<file path="src/hdl/npcs_pkg.sv">
// Shared types, constants and the color distance function for the palette search.
package npcs_pkg;

	localparam int PALETTE_SIZE = 256;
	// Only as many entries as the index field can name are searched.
	localparam int WALK_LEN     = (PALETTE_SIZE < 256) ? PALETTE_SIZE : 256;
	localparam int ADDR_W       = $clog2(PALETTE_SIZE);
	localparam int WALK_W       = $clog2(WALK_LEN);
	localparam int COLOR_W      = 15;
	localparam int DIST_W       = 10;
	localparam int MAX_DIST     = 744;

	localparam logic CMD_WRITE = 1'b0;
	localparam logic CMD_QUERY = 1'b1;

	typedef struct packed {
		logic        command;
		logic [7:0]  entry_index;
		logic [15:0] color;
	} req_t;

	typedef struct packed {
		logic [7:0]        best_index;
		logic [DIST_W-1:0] best_distance;
	} rsp_t;

	typedef struct packed {
		logic               en;
		logic [ADDR_W-1:0]  addr;
		logic [COLOR_W-1:0] data;
	} pal_wr_t;

	function automatic logic [4:0] abs5(input logic [4:0] a, input logic [4:0] b);
		return (a > b) ? (a - b) : (b - a);
	endfunction

	// Channels are scaled by eight, so scale the summed 5-bit differences once.
	function automatic logic [DIST_W-1:0] color_dist(input logic [COLOR_W-1:0] a,
			input logic [COLOR_W-1:0] b);
		logic [6:0] sum;
		sum = 7'(abs5(a[14:10], b[14:10])) + 7'(abs5(a[9:5], b[9:5]))
			+ 7'(abs5(a[4:0], b[4:0]));
		return {sum, 3'b000};
	endfunction

endpackage

</file>
<file path="src/hdl/nearest_palette_color_search.sv">
// Top level: command port, palette walk sequencer and running minimum.
//
// Usage: drive req and pulse start while busy is low; the transaction is
// taken at that clock edge. A write command (command = 0) stores color[14:0]
// at entry_index in the same edge and never raises busy, so writes may be
// issued every cycle while busy is low; indexes beyond the palette are
// dropped. A query (command = 1) raises busy and reads one palette entry
// per cycle from the palette memory, which has one write and one read
// port, comparing each against the query color. Each entry passes
// through the registered memory read into the running minimum, and the
// result register is loaded once the last entry is compared. busy falls
// in the cycle rsp_valid is high, so the next command is taken at the
// edge that takes the result. rsp_valid is a one-cycle strobe; the
// receiver cannot stall and must take rsp in that cycle. Ties go to the
// lowest palette index.
// Reset: all palette entries read as zero, no query is in flight and
// rsp_valid is low. No clearing pass is needed: valid bits reset at once.
module nearest_palette_color_search (
	input  logic           clk,
	input  logic           arst_n,
	input  logic           start,
	output logic           busy,
	input  npcs_pkg::req_t req,
	output logic           rsp_valid,
	output npcs_pkg::rsp_t rsp
);
	import npcs_pkg::*;

	localparam logic [1:0] ST_IDLE  = 2'd0;
	localparam logic [1:0] ST_WALK  = 2'd1;
	localparam logic [1:0] ST_DRAIN = 2'd2;
	localparam logic [WALK_W-1:0] LAST_IDX = WALK_W'(WALK_LEN - 1);

	logic [1:0]         state_q;
	logic [WALK_W-1:0]  ctr_q;
	logic [COLOR_W-1:0] qcolor_q;
	logic               rd_vld_s1;
	logic               rd_last_s1;
	logic [WALK_W-1:0]  rd_idx_s1;
	logic [DIST_W-1:0]  best_dist_q;
	logic [WALK_W-1:0]  best_idx_q;
	logic               rsp_valid_q;
	rsp_t               rsp_q;

	pal_wr_t            pal_wr;
	logic [COLOR_W-1:0] pal_rd_data;
	logic               accept;
	logic [DIST_W-1:0]  cur_dist;
	logic               take;
	logic [DIST_W-1:0]  nxt_dist;
	logic [WALK_W-1:0]  nxt_idx;

	assign accept = start && !busy;
	assign busy   = (state_q != ST_IDLE);

	always_comb begin
		pal_wr.en   = accept && (req.command == CMD_WRITE)
			&& (32'(req.entry_index) < PALETTE_SIZE);
		pal_wr.addr = ADDR_W'(req.entry_index);
		pal_wr.data = req.color[COLOR_W-1:0];
	end

	npcs_palette u_palette (
		.clk     (clk),
		.arst_n  (arst_n),
		.wr      (pal_wr),
		.rd_addr (ADDR_W'(ctr_q)),
		.rd_data (pal_rd_data)
	);

	// Entry zero always seeds the minimum; later entries must be strictly closer.
	always_comb begin
		cur_dist = color_dist(qcolor_q, pal_rd_data);
		take     = (rd_idx_s1 == '0) || (cur_dist < best_dist_q);
		nxt_dist = take ? cur_dist : best_dist_q;
		nxt_idx  = take ? rd_idx_s1 : best_idx_q;
	end

	always_ff @(posedge clk) begin
		if (accept && (req.command == CMD_QUERY)) begin
			qcolor_q <= req.color[COLOR_W-1:0];
		end
		rd_idx_s1 <= ctr_q;
		if (rd_vld_s1) begin
			best_dist_q <= nxt_dist;
			best_idx_q  <= nxt_idx;
		end
		if (rd_vld_s1 && rd_last_s1) begin
			rsp_q.best_index    <= 8'(nxt_idx);
			rsp_q.best_distance <= nxt_dist;
		end
	end

	always_ff @(posedge clk or negedge arst_n) begin
		if (!arst_n) begin
			state_q     <= ST_IDLE;
			ctr_q       <= '0;
			rd_vld_s1   <= 1'b0;
			rd_last_s1  <= 1'b0;
			rsp_valid_q <= 1'b0;
		end else begin
			rd_vld_s1   <= (state_q == ST_WALK);
			rd_last_s1  <= (ctr_q == LAST_IDX);
			rsp_valid_q <= rd_vld_s1 && rd_last_s1;
			case (state_q)
				ST_IDLE: begin
					ctr_q <= '0;
					if (accept && (req.command == CMD_QUERY)) begin
						state_q <= ST_WALK;
					end
				end
				ST_WALK: begin
					if (ctr_q == LAST_IDX) begin
						state_q <= ST_DRAIN;
					end else begin
						ctr_q <= ctr_q + 1'b1;
					end
				end
				ST_DRAIN: begin
					// last entry is compared this cycle; result lands next edge
					state_q <= ST_IDLE;
					ctr_q   <= '0;
				end
				default: begin
					state_q <= ST_IDLE;
				end
			endcase
		end
	end

	assign rsp_valid = rsp_valid_q;
	assign rsp       = rsp_q;

	a_rsp_idle: assert property (@(posedge clk) disable iff (!arst_n)
		rsp_valid |-> !busy)
		else $error("result strobe while a query is still walking");

	a_rsp_pulse: assert property (@(posedge clk) disable iff (!arst_n)
		rsp_valid |=> !rsp_valid)
		else $error("result strobe longer than one cycle");

	a_query_busy: assert property (@(posedge clk) disable iff (!arst_n)
		(start && !busy && req.command == CMD_QUERY) |=> busy)
		else $error("accepted query did not raise busy");

	a_dist_range: assert property (@(posedge clk) disable iff (!arst_n)
		rsp_valid |-> (32'(rsp.best_distance) <= MAX_DIST))
		else $error("distance out of range");

	a_write_quiet: assert property (@(posedge clk) disable iff (!arst_n)
		(start && !busy && req.command == CMD_WRITE) |=> !busy && !rsp_valid)
		else $error("palette write started a walk or produced a result");

endmodule

</file>
<file path="src/hdl/npcs_palette.sv">
// Palette memory with per-entry valid bits; unwritten entries read as zero.
module npcs_palette (
	input  logic                          clk,
	input  logic                          arst_n,
	input  npcs_pkg::pal_wr_t             wr,
	input  logic [npcs_pkg::ADDR_W-1:0]   rd_addr,
	output logic [npcs_pkg::COLOR_W-1:0]  rd_data
);
	import npcs_pkg::*;

	logic [COLOR_W-1:0]      mem [PALETTE_SIZE];
	logic [PALETTE_SIZE-1:0] vld_q;
	logic [COLOR_W-1:0]      dat_q;
	logic                    dat_vld_q;

	always_ff @(posedge clk) begin
		if (wr.en) begin
			mem[wr.addr] <= wr.data;
		end
		dat_q <= mem[rd_addr];
	end

	always_ff @(posedge clk or negedge arst_n) begin
		if (!arst_n) begin
			vld_q     <= '0;
			dat_vld_q <= 1'b0;
		end else begin
			if (wr.en) begin
				vld_q[wr.addr] <= 1'b1;
			end
			dat_vld_q <= vld_q[rd_addr];
		end
	end

	assign rd_data = dat_vld_q ? dat_q : '0;

endmodule
</file>
<file path="config.mk">
export PLATFORM = sky130hd
export DESIGN_NAME = nearest_palette_color_search
export DESIGN_NICKNAME = d
export VERILOG_FILES = /design/src/hdl/npcs_pkg.sv /design/src/hdl/nearest_palette_color_search.sv /design/src/hdl/npcs_palette.sv
export SDC_FILE = /design/constraint.sdc
export NUM_CORES = 2
export LEC_CHECK = 0
export ABC_CLOCK_PERIOD_IN_PS = 4650
export BUFFER_PORTS_ARGS = -buffer_cell sky130_fd_sc_hd__buf_4
export CORE_MARGIN = 3
export CORE_UTILIZATION = 32
export DETAILED_ROUTE_END_ITERATION = 7
export PLACE_DENSITY_LB_ADDON = 0.15
export SYNTH_ARGS = -nofsm -noshare
export SYNTH_HDL_FRONTEND = slang
export SYNTH_HIERARCHICAL = 1
export SYNTH_SLANG_ARGS = --single-unit
</file>
<file path="constraint.sdc">
create_clock -name clk -period 4.65 [get_ports clk]
set_input_delay 0.93 -clock clk [delete_from_list [all_inputs] [get_ports clk]]
set_output_delay 0.93 -clock clk [all_outputs]
set_load 0.02 [all_outputs]
</file>
==> flow_summary_export.csv <==
group,metric,value,unit
global_routing,grt_pass1_vias,85264,
yosys,synth_top_cell_by_area,"edfxtp_1",
sta,worstMarginPinSlew,1.424,ns
setup_path,crit_path_end_kind,"flip-flop",
yosys,yosys_warnings,6,
sta,max_freq,197.2,MHz
pwr,p_leak,66.91,nW
global_routing,met3_usage,2.478,%
min_path,min_path_cells,1,
sta,clock_skew,0.07057,ns
setup_path,crit_path_top_delay_cell,"fa_2",
floorplan,start_util,32.24,%
sta,fin_crit_sh,109.0,%
floorplan,die_y,720.6,µm
floorplan,io_pins,48,
layout,finalInstanceArea,191500,µm²
global_routing,gr-usage-met2,30.16,%
clock_network,cts.sinks,4184,
pwr,peakVddDrop,0.0003341,V
route,num_vias,83442,
yosys,synth-main-ff-cell,"edfxtp_1",
global_routing,grtUsageTotal,18.59,%
clock_network,root_buffer,"clkbuf_16",
route,viasPerCell,5.258,
yosys,ys_types,70,
yosys,synthesis.nets,8051,
global_routing,use_met1,26.54,%
run_status,violations,"negative setup slack",
route,drc,0,
clock_network,cts_max_path_buffers,4,
setup_path,worstPathMaxFanout,11,
global_routing,gr-total-overflow,0,
global_routing,grt_pass1_wl,688.4,mm
setup_path,critPathMaxStageDelay,0.52,ns
setup_path,crit_path_cell_trace,"buf_4, and2_1, ha_4, nor2b_4, o31ai_2, a21oi_2, mux2i_1, xor2_1, fa_2, fa_2, inv_1, a21o_1, a21oi_2, xnor2_2, ha_1, a21o_1, a221oi_4, a21boi_4, buf_12, mux2_4",
placed_design,gp_congestion,0.7804,
layout,drive_gt1_share,29.54,%
yosys,yosysTopAreaCellShare,71.51,%
route,wl_per_cell,30.99,µm
yosys,synth_area_leaders,"edfxtp_1, mux4_2, dfrtp_1",
floorplan,fp.coreArea,506800,µm²
clock_network,clock_latency,1.03,ns
layout,layout_common_cells,"edfxtp_1, mux4_2, buf_4",
yosys,syn_avg_cell_area,20.50,µm²
min_path,min_path_type,"input pin to flip-flop",
yosys,netlist_instances,7972,
layout,finalNetCount,8845,
sta,rsz0062_at_grt,"true",
floorplan,rows,261,
yosys,ys_seq_area_share,75.92,%
layout,final_common_cell,"edfxtp_1",
clock_network,ctsHtreeMaxLevel,5,
yosys,synth-edff-count,3891,
global_routing,grt_max_degree,115,
sta,setup_viol,36,
route,wirelength,491.8,mm
placed_design,hpwl,296.5,mm
sta,drv_slew,0,
layout,syn_to_final_growth,17.21,%
sta,slew_headroom,4.695,%
sta,hold_viol_final,0,
yosys,synth_seq_cells,4184,
setup_path,cp_data_arrival_time,5.78,ns
run_status,status,"finished, violations left",
setup_path,required,5.36,ns
route,first_pass_iters,5,
route,drt_iter0_markers,7961,
sta,holdWs,0.3983,ns
sta,fin_ws,-0.4206,ns
route,ant_nets,0,
setup_path,r2r.worst_path.cells,20,
sta,finalCriticalPeriod,5.071,ns
clock_network,clkSlewWorstSetupHoldPaths,0.06,ns
floorplan,dieWidth,720.6,µm
setup_path,worstSetupPathType,"flip-flop to flip-flop",
global_routing,antenna_found_initial,22,
flow_run,maxCapViolCount,0,
setup_path,start_kind,"flip-flop",
pwr,power_density,401.7,nW/µm²
floorplan,dieArea,519200,µm²
yosys,syn_area,163400,µm²
yosys,synth_async_sr_flop_share,6.453,%
global_routing,busiest_layer,"met2",
clock_network,cts_tree,"built",
clock_network,cts_buffers,446,
placed_design,port_buffers,46,
placed_design,placed_area,176900,µm²
==> final cells by class <==
| type | instances | area, µm² |
|---|---|---|
| fillers | 46056 | 315300 |
| flip-flops and latches | 4184 | 124100 |
| multi-input cells | 3271 | 36750 |
| clock buffers | 591 | 12100 |
| well taps | 6706 | 8391 |
| repair buffers | 803 | 7701 |
| clock inverters | 244 | 2245 |
| inverters | 60 | 237.7 |
| diodes | 10 | 25.02 |
==> worst paths after layout <==
check / end / slack, ns / start
worst max-delay path: best_idx_q[5] / -0.42 / u_palette/dat_vld_q
worst min-delay path: u_palette/mem[23][4] / 0.40 / req[4]
worst max register to register: best_idx_q[5] / -0.42 / u_palette/dat_vld_q
worst min register to register: u_palette/vld_q[138] / 0.46 / u_palette/vld_q[138]
max in group asynchronous: u_palette/vld_q[4] / 2.91 / arst_n
min in group asynchronous: u_palette/vld_q[159] / 0.57 / arst_n
==> power by group <==
part	switching, W	total, W	internal (W)
sequential	0	0.0411	0.0411
combinational	0.000779	0.000870	0.0000908
clock	0.0149	0.0349	0.0201
total	0.0157	0.0769	0.0613
==> what timing repair did <==
item	in CTS	in global routing
pin swaps	14	15
hold buffers	1	0
gates cloned	0	0
endpoints found under the hold margin	59	0
resized for setup	21	11
setup buffers	8	2
setup endpoints to repair	38	38
==> stage by stage <==
| step | util (%) | instances | setup WS, ns | TNS (ns) | power [W] |
|---|---|---|---|---|---|
| 5_1_grt | 37.79 | 15860 | -0.6578 | -22.36 | 0.07942 |
| 4_1_cts | 37.77 | 15857 | -0.4323 | -14.08 | 0.07786 |
| 3_5_place_dp | 34.91 | 15014 | -0.7956 | -26.55 | 0.04281 |
| 6_report | 37.79 | 15869 | -0.4206 | -13.77 | 0.07693 |
| 2_1_floorplan | - | 7972 | -0.2242 | -4.679 | 0.04194 |
| 3_3_place_gp | 34.91 | 15014 | -0.8083 | -27.38 | 0.04276 |
==> layer usage <==
| metal | part of all wire, % | vias up |
|---|---|---|
| li1 | - | 34781 |
| met1 | 45 | 45758 |
| met2 | 48 | 2275 |
| met3 | 4.9 | 620 |
| met4 | 2.7 | 8 |
| met5 | 0.010 | - |
==> Yosys cell counts (10+ instances only) <==
library cell and instances:
o221ai_1 315, dfxtp_1 23, buf_6 54, nor2_1 286, o31ai_1 19, inv_1 58
a22oi_1 16, o22ai_1 133, nand3_1 33, mux4_2 749, fa_1 12, buf_1 16
a221oi_1 16, a21oi_1 191, nor3_1 117, buf_12 19, xor2_1 10, mux4_1 19
and2_1 21, o32ai_1 16, a22o_1 30, ha_1 39, or2_2 260, dfrtp_1 270
buf_4 47, o21ai_0 54, a21o_1 12, edfxtp_1 3891, nor2b_1 11, nor4_1 40
clkbuf_1 223, mux2_2 71, buf_2 67, nand4_1 22, nand2_1 65, mux2i_1 656
buf_8 19
==> kinds of logic (layout without fill, tap and decap cells) <==
logic type | Yosys count | count (layout) | share of synthesized area [%]
fa+ha+maj | 51 | 51 | 0.4456
buf+inv | 517 | 1698 | 1.969
mux | 1501 | 1501 | 15.19
flops | 4184 | 4184 | 75.92
xor+xnor | 16 | 16 | 0.08576
other cells | 0 | 10 | 0
compound gates | 825 | 825 | 3.653
simple gates | 878 | 878 | 2.732
==> state kept, by name (all words and copies together) (netlist names) <==
name,cells
rsp_valid,1
u_palette/dat_q,15
rsp,18
rd_last_s1,1
rd_vld_s1,1
u_palette/vld_q,256
ctr_q,8
best_dist_q,10
u_palette/mem,3840
rd_idx_s1,8
u_palette/dat_vld_q,1
qcolor_q,15
best_idx_q,8
state_q,2
==> worst max-delay path, delay by kind of cell (launching register included) <==
kind,cells,cell delay (ns)
fa+ha+maj,4,1.52
flops,1,0.47
xor+xnor,2,0.39
compound gates,7,1.12
simple gates,2,0.35
buf+inv,3,0.40
mux,2,0.53
(Power assumes the default switching activity.)
